## src/rtl/mtspt_pkg.sv

```systemverilog
// package for the multitouch slot pointer tracker
// shared types, codes and the default slot count; no dependencies
package mtspt_pkg;

  localparam int unsigned SlotsDef = 10;

  localparam logic [1:0] OpEvent = 2'd0;
  localparam logic [1:0] OpPoll  = 2'd1;
  localparam logic [1:0] OpLost  = 2'd2;

  localparam logic [15:0] EvKey = 16'd1;
  localparam logic [15:0] EvRel = 16'd2;
  localparam logic [15:0] EvAbs = 16'd3;

  localparam logic [15:0] CodeX      = 16'h0000;
  localparam logic [15:0] CodeY      = 16'h0001;
  localparam logic [15:0] CodeSlot   = 16'h002f;
  localparam logic [15:0] CodeMtX    = 16'h0035;
  localparam logic [15:0] CodeMtY    = 16'h0036;
  localparam logic [15:0] CodeTrack  = 16'h0039;
  localparam logic [15:0] CodeBtnMse = 16'h0110;
  localparam logic [15:0] CodeBtnTch = 16'h014a;

  localparam logic [2:0] CfgSwap = 3'd0;
  localparam logic [2:0] CfgCal  = 3'd1;
  localparam logic [2:0] CfgXMin = 3'd2;
  localparam logic [2:0] CfgXMax = 3'd3;
  localparam logic [2:0] CfgYMin = 3'd4;
  localparam logic [2:0] CfgYMax = 3'd5;
  localparam logic [2:0] CfgW    = 3'd6;
  localparam logic [2:0] CfgH    = 3'd7;

  // datapath command from controller
  typedef enum logic [3:0] {
    CmdNone,
    CmdEvent,
    CmdLost,
    CmdSumClr,
    CmdSumAcc,
    CmdDivInit,
    CmdDivStep,
    CmdResolve,
    CmdMapInit,
    CmdMapMul,
    CmdOut
  } cmd_e;

  typedef struct packed {
    cmd_e       cmd;
    logic       axis_y;
  } dp_cmd_t;

  typedef struct packed {
    logic mt_pending;
    logic slot_last;
    logic div_done;
    logic cal_en;
  } dp_stat_t;

endpackage

```

## src/rtl/mtspt_div.sv

```systemverilog
// restoring divider, one quotient bit per cycle, signed truncating result
// depends on mtspt_pkg for nothing but house style
module mtspt_div import mtspt_pkg::*; (
  input  logic               clk_i,
  input  logic               rst_ni,
  input  logic               start_i,
  input  logic signed [47:0] num_i,
  input  logic signed [17:0] den_i,
  output logic               done_o,
  output logic signed [47:0] quo_o
);

  logic [47:0] n_q, n_d, q_q, q_d;
  logic [17:0] dmag_q, dmag_d;
  logic [48:0] r_q, r_d;
  logic [5:0]  cnt_q, cnt_d;
  logic        neg_q, neg_d, busy_q, busy_d;
  logic [48:0] sh;

  always_comb begin
    n_d = n_q; q_d = q_q; dmag_d = dmag_q; r_d = r_q; cnt_d = cnt_q;
    neg_d = neg_q; busy_d = busy_q;
    sh = '0;
    if (start_i) begin
      n_d    = num_i[47] ? 48'(-num_i) : num_i;
      dmag_d = den_i[17] ? 18'(-den_i) : den_i;
      neg_d  = num_i[47] ^ den_i[17];
      r_d    = '0;
      q_d    = '0;
      cnt_d  = 6'd48;
      busy_d = 1'b1;
    end else if (busy_q) begin
      sh = {r_q[47:0], n_q[47]};
      n_d = {n_q[46:0], 1'b0};
      if (sh >= {31'd0, dmag_q}) begin
        r_d = sh - {31'd0, dmag_q};
        q_d = {q_q[46:0], 1'b1};
      end else begin
        r_d = sh;
        q_d = {q_q[46:0], 1'b0};
      end
      cnt_d = cnt_q - 6'd1;
      if (cnt_q == 6'd1) busy_d = 1'b0;
    end
  end

  always_ff @(posedge clk_i or negedge rst_ni) begin
    if (!rst_ni) begin
      busy_q <= 1'b0;
      cnt_q  <= '0;
    end else begin
      busy_q <= busy_d;
      cnt_q  <= cnt_d;
    end
  end

  always_ff @(posedge clk_i) begin
    n_q <= n_d; q_q <= q_d; dmag_q <= dmag_d; r_q <= r_d; neg_q <= neg_d;
  end

  assign done_o = !busy_q && !start_i;
  assign quo_o  = neg_q ? 48'(-q_q) : q_q;

endmodule

```

## src/rtl/mtspt_datapath.sv

```systemverilog
// datapath: slot table, pointer state, centroid sum, mapping and clamp
// depends on mtspt_pkg and mtspt_div
module mtspt_datapath import mtspt_pkg::*; #(
  parameter int unsigned Slots = SlotsDef
) (
  input  logic        clk_i,
  input  logic        rst_ni,
  input  dp_cmd_t     cmd_i,
  input  logic [1:0]  op_i,
  input  logic [15:0] ev_type_i,
  input  logic [15:0] ev_code_i,
  input  logic [31:0] ev_value_i,
  input  logic        cfg_we_i,
  input  logic [2:0]  cfg_idx_i,
  input  logic [31:0] cfg_data_i,
  output dp_stat_t    stat_o,
  output logic [11:0] x_pos_o,
  output logic [11:0] y_pos_o,
  output logic        pressed_o,
  output logic [3:0]  touch_count_o
);

  localparam int unsigned SW = (Slots > 1) ? $clog2(Slots) : 1;
  localparam int unsigned CW = $clog2(Slots + 1);

  logic [31:0] slot_x_q [Slots];
  logic [31:0] slot_y_q [Slots];
  logic [2:0]  flags_q  [Slots];
  logic [SW-1:0] cur_q, idx_q;
  logic [31:0] px_q, py_q;
  logic        btn_q, cancel_q, pend_q;
  logic [3:0]  touches_q;
  logic        swap_q, cal_q;
  logic [15:0] xmin_q, xmax_q, ymin_q, ymax_q;
  logic [12:0] w_q, h_q;
  logic signed [35:0] xs_q, ys_q;
  logic [CW-1:0] n_q;
  logic signed [31:0] cx_q;
  logic signed [47:0] prod_q, mx_q, my_q;
  logic        div_start;
  logic signed [47:0] div_num;
  logic signed [17:0] div_den;
  logic        div_done;
  logic signed [47:0] div_quo;
  logic [11:0] xo_q, yo_q;
  logic        pr_q;

  // effective resolution
  function automatic logic [12:0] eff(input logic [12:0] r);
    if (r == 13'd0) return 13'd1;
    if (r > 13'd4096) return 13'd4096;
    return r;
  endfunction

  function automatic logic [11:0] clampf(input logic signed [47:0] v,
                                         input logic [12:0] r);
    if (v < 0) return 12'd0;
    if (v >= $signed({35'd0, r})) return 12'(r - 13'd1);
    return v[11:0];
  endfunction

  logic signed [31:0] sv;
  logic [SW-1:0] s;
  logic to_x;
  logic [12:0] we, he;
  logic signed [16:0] amin, amax;
  logic [15:0] lo, hi;
  logic signed [47:0] mval;

  assign sv = ev_value_i;
  assign s  = (32'(cur_q) >= Slots) ? '0 : cur_q;
  assign to_x = swap_q ? ev_code_i[0] : !ev_code_i[0];
  assign we = eff(w_q);
  assign he = eff(h_q);
  assign lo = cmd_i.axis_y ? ymin_q : xmin_q;
  assign hi = cmd_i.axis_y ? ymax_q : xmax_q;
  assign amin = 17'(signed'(lo));
  assign amax = 17'(signed'(hi));

  assign div_start = (cmd_i.cmd == CmdDivInit) || (cmd_i.cmd == CmdMapMul);
  assign div_num = (cmd_i.cmd == CmdDivInit) ?
                   (cmd_i.axis_y ? 48'(ys_q) : 48'(xs_q)) : prod_q;
  assign div_den = (cmd_i.cmd == CmdDivInit) ? 18'(signed'({1'b0, n_q})) :
                   18'(amax - amin);

  mtspt_div u_div (
    .clk_i   (clk_i),
    .rst_ni  (rst_ni),
    .start_i (div_start),
    .num_i   (div_num),
    .den_i   (div_den),
    .done_o  (div_done),
    .quo_o   (div_quo)
  );

  assign mval = cmd_i.axis_y ? 48'(signed'(py_q)) : 48'(signed'(px_q));

  always_ff @(posedge clk_i or negedge rst_ni) begin
    if (!rst_ni) begin
      for (int i = 0; i < Slots; i++) begin
        slot_x_q[i] <= '0;
        slot_y_q[i] <= '0;
        flags_q[i]  <= '0;
      end
      cur_q <= '0; idx_q <= '0; px_q <= '0; py_q <= '0;
      btn_q <= 1'b0; cancel_q <= 1'b0; pend_q <= 1'b0; touches_q <= '0;
      swap_q <= 1'b0; cal_q <= 1'b0;
      xmin_q <= '0; xmax_q <= 16'd4095; ymin_q <= '0; ymax_q <= 16'd4095;
      w_q <= 13'd800; h_q <= 13'd480;
      xs_q <= '0; ys_q <= '0; n_q <= '0; cx_q <= '0;
      prod_q <= '0; mx_q <= '0; my_q <= '0;
      xo_q <= '0; yo_q <= '0; pr_q <= 1'b0;
    end else begin
      if (cfg_we_i) begin
        case (cfg_idx_i)
          CfgSwap: swap_q <= cfg_data_i[0];
          CfgCal:  cal_q  <= cfg_data_i[0];
          CfgXMin: xmin_q <= cfg_data_i[15:0];
          CfgXMax: xmax_q <= cfg_data_i[15:0];
          CfgYMin: ymin_q <= cfg_data_i[15:0];
          CfgYMax: ymax_q <= cfg_data_i[15:0];
          CfgW:    w_q    <= cfg_data_i[12:0];
          CfgH:    h_q    <= cfg_data_i[12:0];
          default: ;
        endcase
      end
      case (cmd_i.cmd)
        CmdEvent: begin
          if (op_i == OpEvent) begin
            if (ev_type_i == EvRel && (ev_code_i == CodeX || ev_code_i == CodeY)) begin
              if (to_x) px_q <= px_q + ev_value_i;
              else      py_q <= py_q + ev_value_i;
            end else if (ev_type_i == EvAbs) begin
              if (ev_code_i == CodeX || ev_code_i == CodeY) begin
                if (to_x) px_q <= ev_value_i;
                else      py_q <= ev_value_i;
              end else if (ev_code_i == CodeSlot) begin
                if (sv >= 0 && sv < $signed(32'(Slots))) cur_q <= SW'(sv);
                pend_q <= 1'b1;
              end else if (ev_code_i == CodeMtX) begin
                slot_x_q[s] <= ev_value_i;
                flags_q[s]  <= flags_q[s] | 3'b010;
                pend_q <= 1'b1;
              end else if (ev_code_i == CodeMtY) begin
                slot_y_q[s] <= ev_value_i;
                flags_q[s]  <= flags_q[s] | 3'b100;
                pend_q <= 1'b1;
              end else if (ev_code_i == CodeTrack) begin
                flags_q[s] <= (sv >= 0) ? (flags_q[s] | 3'b001) : 3'b000;
                pend_q <= 1'b1;
              end
            end else if (ev_type_i == EvKey &&
                         (ev_code_i == CodeBtnMse || ev_code_i == CodeBtnTch)) begin
              if (sv == 0) begin
                btn_q <= 1'b0; touches_q <= '0; cancel_q <= 1'b0;
              end else if (sv == 1) begin
                btn_q <= 1'b1;
                if (touches_q == '0) touches_q <= 4'd1;
              end
            end
          end
        end
        CmdLost: cancel_q <= 1'b1;
        CmdSumClr: begin
          xs_q <= '0; ys_q <= '0; n_q <= '0; idx_q <= '0;
        end
        CmdSumAcc: begin
          if (flags_q[idx_q] == 3'b111) begin
            xs_q <= xs_q + 36'(signed'(slot_x_q[idx_q]));
            ys_q <= ys_q + 36'(signed'(slot_y_q[idx_q]));
            n_q  <= n_q + CW'(1);
          end
          idx_q <= idx_q + SW'(1);
        end
        CmdDivStep: begin
          if (div_done && !cmd_i.axis_y) cx_q <= div_quo[31:0];
        end
        CmdResolve: begin
          touches_q <= (32'(n_q) > 15) ? 4'd15 : 4'(n_q);
          if (n_q != '0) begin
            px_q <= swap_q ? div_quo[31:0] : cx_q;
            py_q <= swap_q ? cx_q : div_quo[31:0];
            btn_q <= 1'b1;
          end else begin
            btn_q <= 1'b0; cancel_q <= 1'b0;
          end
          pend_q <= 1'b0;
        end
        CmdMapInit: begin
          prod_q <= (mval - 48'(amin)) * 48'(signed'({1'b0, cmd_i.axis_y ? he : we}));
        end
        CmdMapMul: ;
        CmdOut: begin
          if (cal_q) begin
            xo_q <= clampf((xmin_q == xmax_q) ? 48'sd0 : mx_q, we);
            yo_q <= clampf((ymin_q == ymax_q) ? 48'sd0 : my_q, he);
          end else begin
            xo_q <= clampf(48'(signed'(px_q)), we);
            yo_q <= clampf(48'(signed'(py_q)), he);
          end
          pr_q <= cancel_q ? 1'b0 : btn_q;
          if (cancel_q && !btn_q) cancel_q <= 1'b0;
        end
        default: ;
      endcase
      if (cmd_i.cmd == CmdDivStep && div_done && cal_q && !pend_q) begin
        if (cmd_i.axis_y) my_q <= div_quo;
        else              mx_q <= div_quo;
      end
    end
  end

  assign stat_o.mt_pending = pend_q;
  assign stat_o.slot_last  = (32'(idx_q) == Slots - 1);
  assign stat_o.div_done   = div_done;
  assign stat_o.cal_en     = cal_q;
  assign x_pos_o       = xo_q;
  assign y_pos_o       = yo_q;
  assign pressed_o     = pr_q;
  assign touch_count_o = touches_q;

endmodule

```

## src/rtl/mtspt_ctrl.sv

```systemverilog
// controller: sequences events, centroid resolve, mapping and output
// depends on mtspt_pkg
module mtspt_ctrl import mtspt_pkg::*; (
  input  logic       clk_i,
  input  logic       rst_ni,
  input  logic       in_valid_i,
  input  logic [1:0] op_i,
  output logic       in_ready_o,
  output logic       out_valid_o,
  input  logic       out_ready_i,
  input  dp_stat_t   stat_i,
  output dp_cmd_t    cmd_o
);

  typedef enum logic [3:0] {
    SIdle, SSum, SDivXI, SDivX, SDivYI, SDivY, SRes,
    SMapXI, SMapXM, SMapX, SMapYI, SMapYM, SMapY, SOut, SHold
  } state_e;

  state_e st_q;
  logic   vld_q;

  assign in_ready_o  = (st_q == SIdle) && !vld_q;
  assign out_valid_o = vld_q;

  always_comb begin
    cmd_o = '{cmd: CmdNone, axis_y: 1'b0};
    case (st_q)
      SIdle: begin
        if (in_valid_i && in_ready_o) begin
          if (op_i == OpEvent)      cmd_o.cmd = CmdEvent;
          else if (op_i == OpLost)  cmd_o.cmd = CmdLost;
          else if (op_i == OpPoll)  cmd_o.cmd = CmdSumClr;
        end
      end
      SSum:   cmd_o.cmd = CmdSumAcc;
      SDivXI: cmd_o.cmd = CmdDivInit;
      SDivX:  cmd_o.cmd = CmdDivStep;
      SDivYI: cmd_o = '{cmd: CmdDivInit, axis_y: 1'b1};
      SDivY:  cmd_o = '{cmd: CmdDivStep, axis_y: 1'b1};
      SRes:   cmd_o = '{cmd: CmdResolve, axis_y: 1'b1};
      SMapXI: cmd_o.cmd = CmdMapInit;
      SMapXM: cmd_o.cmd = CmdMapMul;
      SMapX:  cmd_o.cmd = CmdDivStep;
      SMapYI: cmd_o = '{cmd: CmdMapInit, axis_y: 1'b1};
      SMapYM: cmd_o = '{cmd: CmdMapMul, axis_y: 1'b1};
      SMapY:  cmd_o = '{cmd: CmdDivStep, axis_y: 1'b1};
      SOut:   cmd_o.cmd = CmdOut;
      default: ;
    endcase
  end

  always_ff @(posedge clk_i or negedge rst_ni) begin
    if (!rst_ni) begin
      st_q  <= SIdle;
      vld_q <= 1'b0;
    end else begin
      if (vld_q && out_ready_i) vld_q <= 1'b0;
      case (st_q)
        SIdle: begin
          if (in_valid_i && in_ready_o && op_i == OpPoll) begin
            st_q <= stat_i.mt_pending ? SSum : (stat_i.cal_en ? SMapXI : SOut);
          end
        end
        SSum:   if (stat_i.slot_last) st_q <= SDivXI;
        SDivXI: st_q <= SDivX;
        SDivX:  if (stat_i.div_done) st_q <= SDivYI;
        SDivYI: st_q <= SDivY;
        SDivY:  if (stat_i.div_done) st_q <= SRes;
        SRes:   st_q <= stat_i.cal_en ? SMapXI : SOut;
        SMapXI: st_q <= SMapXM;
        SMapXM: st_q <= SMapX;
        SMapX:  if (stat_i.div_done) st_q <= SMapYI;
        SMapYI: st_q <= SMapYM;
        SMapYM: st_q <= SMapY;
        SMapY:  if (stat_i.div_done) st_q <= SOut;
        SOut: begin
          st_q  <= SIdle;
          vld_q <= 1'b1;
        end
        default: st_q <= SIdle;
      endcase
    end
  end

endmodule

```

## src/rtl/multitouch_slot_pointer_tracker.sv

```systemverilog
// top level of the multitouch slot pointer tracker
// depends on mtspt_pkg, mtspt_ctrl, mtspt_datapath, mtspt_div
//
// channel   dir  fields
// s_axis    in   tdata: op, ev_type, ev_code, ev_value
// m_axis    out  tdata: x_pos, y_pos, pressed, touch_count
// cfg       in   cfg_index_i, cfg_data_i
//
// events and press-lost words are applied as they are accepted and give no
// result; a poll runs centroid and calibration divides on the shared 48-step
// divider as needed, then outputs. one word in flight; the next word waits
// until the result is taken. reset restores all state but divider data regs.
module multitouch_slot_pointer_tracker import mtspt_pkg::*; #(
  parameter int unsigned Slots = SlotsDef
) (
  input  logic        clk_i,
  input  logic        rst_ni,
  input  logic        s_axis_tvalid,
  output logic        s_axis_tready,
  input  logic [71:0] s_axis_tdata,   // op, ev_type, ev_code, ev_value, pad
  output logic        m_axis_tvalid,
  input  logic        m_axis_tready,
  output logic [31:0] m_axis_tdata,   // x_pos, y_pos, pressed, touch_count, pad
  input  logic        cfg_valid_i,
  output logic        cfg_ready_o,
  input  logic [2:0]  cfg_index_i,
  input  logic [31:0] cfg_data_i
);

  dp_cmd_t  cmd;
  dp_stat_t stat;
  logic [11:0] xp, yp;
  logic        pr;
  logic [3:0]  tc;

  assign cfg_ready_o = 1'b1;

  mtspt_ctrl u_ctrl (
    .clk_i       (clk_i),
    .rst_ni      (rst_ni),
    .in_valid_i  (s_axis_tvalid),
    .op_i        (s_axis_tdata[1:0]),
    .in_ready_o  (s_axis_tready),
    .out_valid_o (m_axis_tvalid),
    .out_ready_i (m_axis_tready),
    .stat_i      (stat),
    .cmd_o       (cmd)
  );

  mtspt_datapath #(.Slots(Slots)) u_dp (
    .clk_i         (clk_i),
    .rst_ni        (rst_ni),
    .cmd_i         (cmd),
    .op_i          (s_axis_tdata[1:0]),
    .ev_type_i     (s_axis_tdata[17:2]),
    .ev_code_i     (s_axis_tdata[33:18]),
    .ev_value_i    (s_axis_tdata[65:34]),
    .cfg_we_i      (cfg_valid_i),
    .cfg_idx_i     (cfg_index_i),
    .cfg_data_i    (cfg_data_i),
    .stat_o        (stat),
    .x_pos_o       (xp),
    .y_pos_o       (yp),
    .pressed_o     (pr),
    .touch_count_o (tc)
  );

  assign m_axis_tdata = {3'd0, tc, pr, yp, xp};

endmodule
```

## config.mk

```make
export PLATFORM = sky130hd
export DESIGN_NAME = multitouch_slot_pointer_tracker
export DESIGN_NICKNAME = d
export VERILOG_FILES = /design/src/rtl/mtspt_pkg.sv /design/src/rtl/mtspt_div.sv /design/src/rtl/mtspt_datapath.sv /design/src/rtl/mtspt_ctrl.sv /design/src/rtl/multitouch_slot_pointer_tracker.sv
export SDC_FILE = /design/constraint.sdc
export NUM_CORES = 2
export LEC_CHECK = 0
export BUFFER_PORTS_ARGS = -buffer_cell sky130_fd_sc_hd__buf_2
export CAP_MARGIN = 20
export CORE_MARGIN = 2
export CORE_UTILIZATION = 60
export DETAILED_ROUTE_END_ITERATION = 8
export GPL_ROUTABILITY_DRIVEN = 0
export GPL_TIMING_DRIVEN = 0
export HOLD_SLACK_MARGIN = 0.02
export PLACE_DENSITY = 0.75
export SYNTH_ARGS = -nofsm -noshare
export SYNTH_HDL_FRONTEND = slang
export SYNTH_SLANG_ARGS = --single-unit
```

## constraint.sdc

```tcl
create_clock -name clk_i -period 14.1 [get_ports clk_i]
set_input_delay 3.525 -clock clk_i [delete_from_list [all_inputs] [get_ports clk_i]]
set_output_delay 3.525 -clock clk_i [all_outputs]
set_load 0.02 [all_outputs]
```

==> summary.txt <==
GRT
-----------------------------------------------------------------------------------------
Global Route met2 Usage                                                             0.565
Met1 Track Usage GR                                                                 0.496
Total routing resource utilization after global routing                             0.379
Most used routing layer                                                              met2
Global-route wire length before repair                                          440000 um
Total congestion overflow                                                               0
Number of antenna violations at the first check in global routing                      17
Maximum number of pins on one net before global-route repair                          176
Via count of the first global-routing pass                                          74013
M3 GR Usage                                                                         0.111

LAYOUT
-----------------------------------------------------------------------------------------
Share of cells above drive strength 1                                               0.153
Fillers                                                                             11351
Total non-filler cell area in the finished layout                            0.0977 sq mm
Nets                                                                                10277
FF+latch area                                                                0.0322 sq mm
Combined area of the multi-input logic cells                                 0.0527 sq mm
Area Overhead vs Synth                                                              9.39%

PLACEMENT
-----------------------------------------------------------------------------------------
Half-perimeter wire length of the detailed placement result                     224000 um
Area after detailed placement                                                0.0927 sq mm
Port buffer count                                                                     118

FLOORPLAN
-----------------------------------------------------------------------------------------
Core area                                                                     0.148 sq mm
Std-Cell Rows                                                                         141
Vertical die dimension                                                             390 um
Initial Utilization                                                                 0.605
Area of the die                                                               0.152 sq mm
Die span in x                                                                      390 um
Number of ports placed on the die boundary                                            147

WORST SETUP PATH
-----------------------------------------------------------------------------------------
Worst path most repeated cell                                                     o21ai_0
Highest cell delay on the worst timing path                                        690 ps
Kind of critical path                                                          reg -> reg
Element type at the critical path end                                           flip-flop
Worst path top cell family by delay                                          compound AO/OA/AOI/OAI gates
Slowest cell on the critical path                                               a2111oi_2
Setup crit start kind                                                           flip-flop
Worst EP required                                                                14720 ps
Worst-path maximum fanout                                                              28
Arr. time, crit path                                                             14260 ps
Critical path buffer and inverter count                                                12

DRT
-----------------------------------------------------------------------------------------
Total routed wirelength                                                         289000 um
Violation count after the first detailed-route iteration                             8270
Final ANT Viol Nets                                                                     0
Router iterations before antenna repair                                                 9
DRC violation count after routing                                                       1
Average wire per standard cell                                                    25.4 um
Detailed-route vias per instance                                                     6.47
Overall via count from detail_route                                                 73818

SYNTHESIS
-----------------------------------------------------------------------------------------
Most used flip-flop cell after synthesis                                          dfrtp_1
Proportion of register bits with asynchronous set or reset after synthesis          0.874
Mean cell area of the mapped netlist                                           9.85 sq um
Count of distinct cell types in the synthesized netlist                                93
Register area share after synthesis                                                 0.361
Number of enable-type register cells in the synthesized netlist                        67
Post-Syn Instances                                                                   9066
Cell area after synthesis                                                    0.0893 sq mm
#FFs+latches synth                                                                   1293
Number of warning messages in the yosys log                                             0

CLOCK NETWORK
-----------------------------------------------------------------------------------------
TritonCTS clock tree                                                                  yes
Worst-skew pair later-pin latency                                                  830 ps
Hold-fix buffers, CTS                                                                   0
H-tree lvl count                                                                        4
TritonCTS Buffers                                                                     140
Clock root buffer master                                                        clkbuf_16
Clock tree sinks                                                                     1293
Deepest clock path buffer count                                                         3
Clock slew at reported path FFs                                                     60 ps

TIMING
-----------------------------------------------------------------------------------------
Slew Limit Headroom                                                                 0.150
Post-route clock skew                                                             82.9 ps
Timing-limited maximum frequency                                                 73.3 MHz
Fraction of the cycle the final worst path needs                                    0.967
Fin. Hold Viols                                                                         0
Slew at the pin with the worst max-slew slack                                     1260 ps
Number of setup violations in the final report                                          0
Final Max Slew Viols                                                                    0
Unrepaired setup endpoints after global routing                                        no
Final min period                                                                 13630 ps

RUN
-----------------------------------------------------------------------------------------
Number of max-cap violations                                                            0

RUN STATUS
-----------------------------------------------------------------------------------------
Failing checks                                                                        DRC
Run status                                                                   finished with violations

HOLD PATH
-----------------------------------------------------------------------------------------
Type of the tightest min-delay check                                           reg -> reg

==> cell families after synthesis <==
group | count (synthesis) | synth area share
buffers and inverters | 1182 | 0.0503
AO/OA/AOI/OAI | 1831 | 0.126
XOR/XNOR | 446 | 0.0439
flip-flops | 1293 | 0.361
AND/OR/NAND/NOR | 2446 | 0.121
other | 2 | 0.0000841
multiplexers | 1059 | 0.148
adder cells (fa/ha/maj) | 807 | 0.150
==> synth_stat cells (all sizes together), types with 19 or more instances <==
master / count / area share
and3: 30 / 0.0021
inv: 652 / 0.027
dfrtp: 1099 / 0.31
nand3: 82 / 0.0046
o21bai: 28 / 0.0024
o31ai: 56 / 0.0049
mux2i: 114 / 0.013
a221oi: 73 / 0.0072
clkbuf: 434 / 0.018
nor2: 663 / 0.028
buf: 95 / 0.0046
nor4: 86 / 0.0060
dfxtp: 96 / 0.022
nand4: 50 / 0.0035
fa: 437 / 0.098
o21a: 42 / 0.0035
mux4: 130 / 0.033
a21oi: 541 / 0.030
and2: 59 / 0.0041
a31oi: 52 / 0.0036
or3: 37 / 0.0026
xor2: 222 / 0.022
nand2: 1129 / 0.047
nor3: 81 / 0.0047
o211ai: 57 / 0.0048
xnor2: 223 / 0.022
a22oi: 29 / 0.0024
or4: 30 / 0.0026
nor2b: 68 / 0.0048
dfstp: 31 / 0.0091
a211oi: 48 / 0.0041
mux2: 815 / 0.10
edfxtp: 67 / 0.023
a21o: 132 / 0.011
nand2b: 59 / 0.0041
a21boi: 19 / 0.0016
or2: 22 / 0.0016
o21ai: 603 / 0.034
ha: 368 / 0.052
==> final cells by class <==
| type | count | share of cell area |
|---|---|---|
| clock buffer | 199 | 0.0407 |
| sequential | 1293 | 0.330 |
| antenna | 12 | 0.000307 |
| inverter | 653 | 0.0251 |
| timing repair buffer | 156 | 0.0118 |
| buffer | 522 | 0.0209 |
| multi-input combinational | 6594 | 0.539 |
| clock inverter | 45 | 0.00701 |
| tap | 1930 | 0.0247 |
==> sequential cells by signal, indices dropped and copies added (netlist names), 18 cells and up <==
signal,cells
u_dp.slot_x_q,320
u_dp.slot_y_q,320
u_dp.mx_q,48
u_dp.my_q,48
u_dp.prod_q,48
u_dp.u_div.n_q,48
u_dp.u_div.q_q,48
u_dp.u_div.r_q,48
u_dp.xs_q,36
u_dp.ys_q,36
u_dp.cx_q,32
u_dp.px_q,32
u_dp.py_q,32
u_dp.flags_q,30
u_dp.u_div.dmag_q,18
==> path summary, 6_finish.rpt <==
check,start,endpoint,slack [ps],cells after the start
worst min register to register,u_dp.y_pos_o[1]$_DFFE_PN0N_,u_dp.y_pos_o[1]$_DFFE_PN0N_,480,2
max in group asynchronous,rst_ni,u_dp.x_pos_o[6]$_DFFE_PN0N_,8330,5
min in group asynchronous,rst_ni,u_dp.flags_q[17]$_DFFE_PN0P_,2610,1
worst max register to register,u_ctrl.st_q[3]$_DFFE_PN0P_,u_dp.prod_q[46]$_DFFE_PN0N_,470,46
worst min-delay path,u_dp.y_pos_o[1]$_DFFE_PN0N_,u_dp.y_pos_o[1]$_DFFE_PN0N_,480,2
worst max-delay path,u_ctrl.st_q[3]$_DFFE_PN0P_,u_dp.prod_q[46]$_DFFE_PN0N_,470,46
==> metal layers <==
layer / share of wire / wire [um]
met1: 0.38 / 111000
met3: 0.12 / 33700
met2: 0.43 / 126000
met4: 0.066 / 19100
met5: 0.00029 / 83
==> layout by cell type, fill, tap and decap left out, types with 58 or more instances in the layout <==
cell type | Yosys | routed
a21o_1 | 132 | 132
a21oi_1 | 541 | 541
a221oi_1 | 73 | 72
and2_1 | 59 | 59
buf_1 | 74 | 71
buf_2 | 14 | 129
clkbuf_1 | 434 | 459
clkbuf_16 | 0 | 140
dfrtp_1 | 1099 | 1099
dfxtp_1 | 96 | 96
edfxtp_1 | 67 | 67
fa_1 | 437 | 437
ha_1 | 368 | 368
inv_1 | 651 | 651
mux2_2 | 815 | 815
mux2i_1 | 114 | 112
mux4_2 | 130 | 130
nand2_1 | 1129 | 1129
nand2b_1 | 59 | 58
nand3_1 | 82 | 82
nor2_1 | 662 | 662
nor2b_1 | 68 | 68
nor3_1 | 80 | 78
nor4_1 | 86 | 85
o21ai_0 | 588 | 587
xnor2_1 | 223 | 219
xor2_1 | 222 | 220
==> through the flow <==
| stage | hold WS, ps | setup TNS, ps | utilization | worst slack (ps) | cells |
|---|---|---|---|---|---|
| floorplan | 441 | 0 | - | 1410 | 9069 |
| global placement | 457 | - | 0.625 | -14210 | 11117 |
| detailed placement | 466 | -69100 | 0.628 | -3350 | 11138 |
| CTS | 479 | 0 | 0.660 | 18.7 | 11377 |
| global route | 509 | 0 | 0.661 | 24.7 | 11397 |
| finish | 477 | 0 | 0.661 | 466 | 11404 |
==> worst reg2reg max path: cells and delay by family, from the launching register on <==
family	cells	cell delay, ps
AO/OA/AOI/OAI	19	4770
adder cells (fa/ha/maj)	9	4070
buffers and inverters	12	2730
XOR/XNOR	2	640
multiplexers	1	500
flip-flops	1	390
AND/OR/NAND/NOR	3	360
==> timing repair <==
action	4_1_cts	5_1_grt
buffers inserted	0	7
pin swaps	0	1
resized for setup	17	12
setup endpoints to repair	38	11
endpoints found under the hold margin	0	0
Power is not shown: default switching activity piles up to over one toggle a cycle in this logic, so the estimate is an artifact.
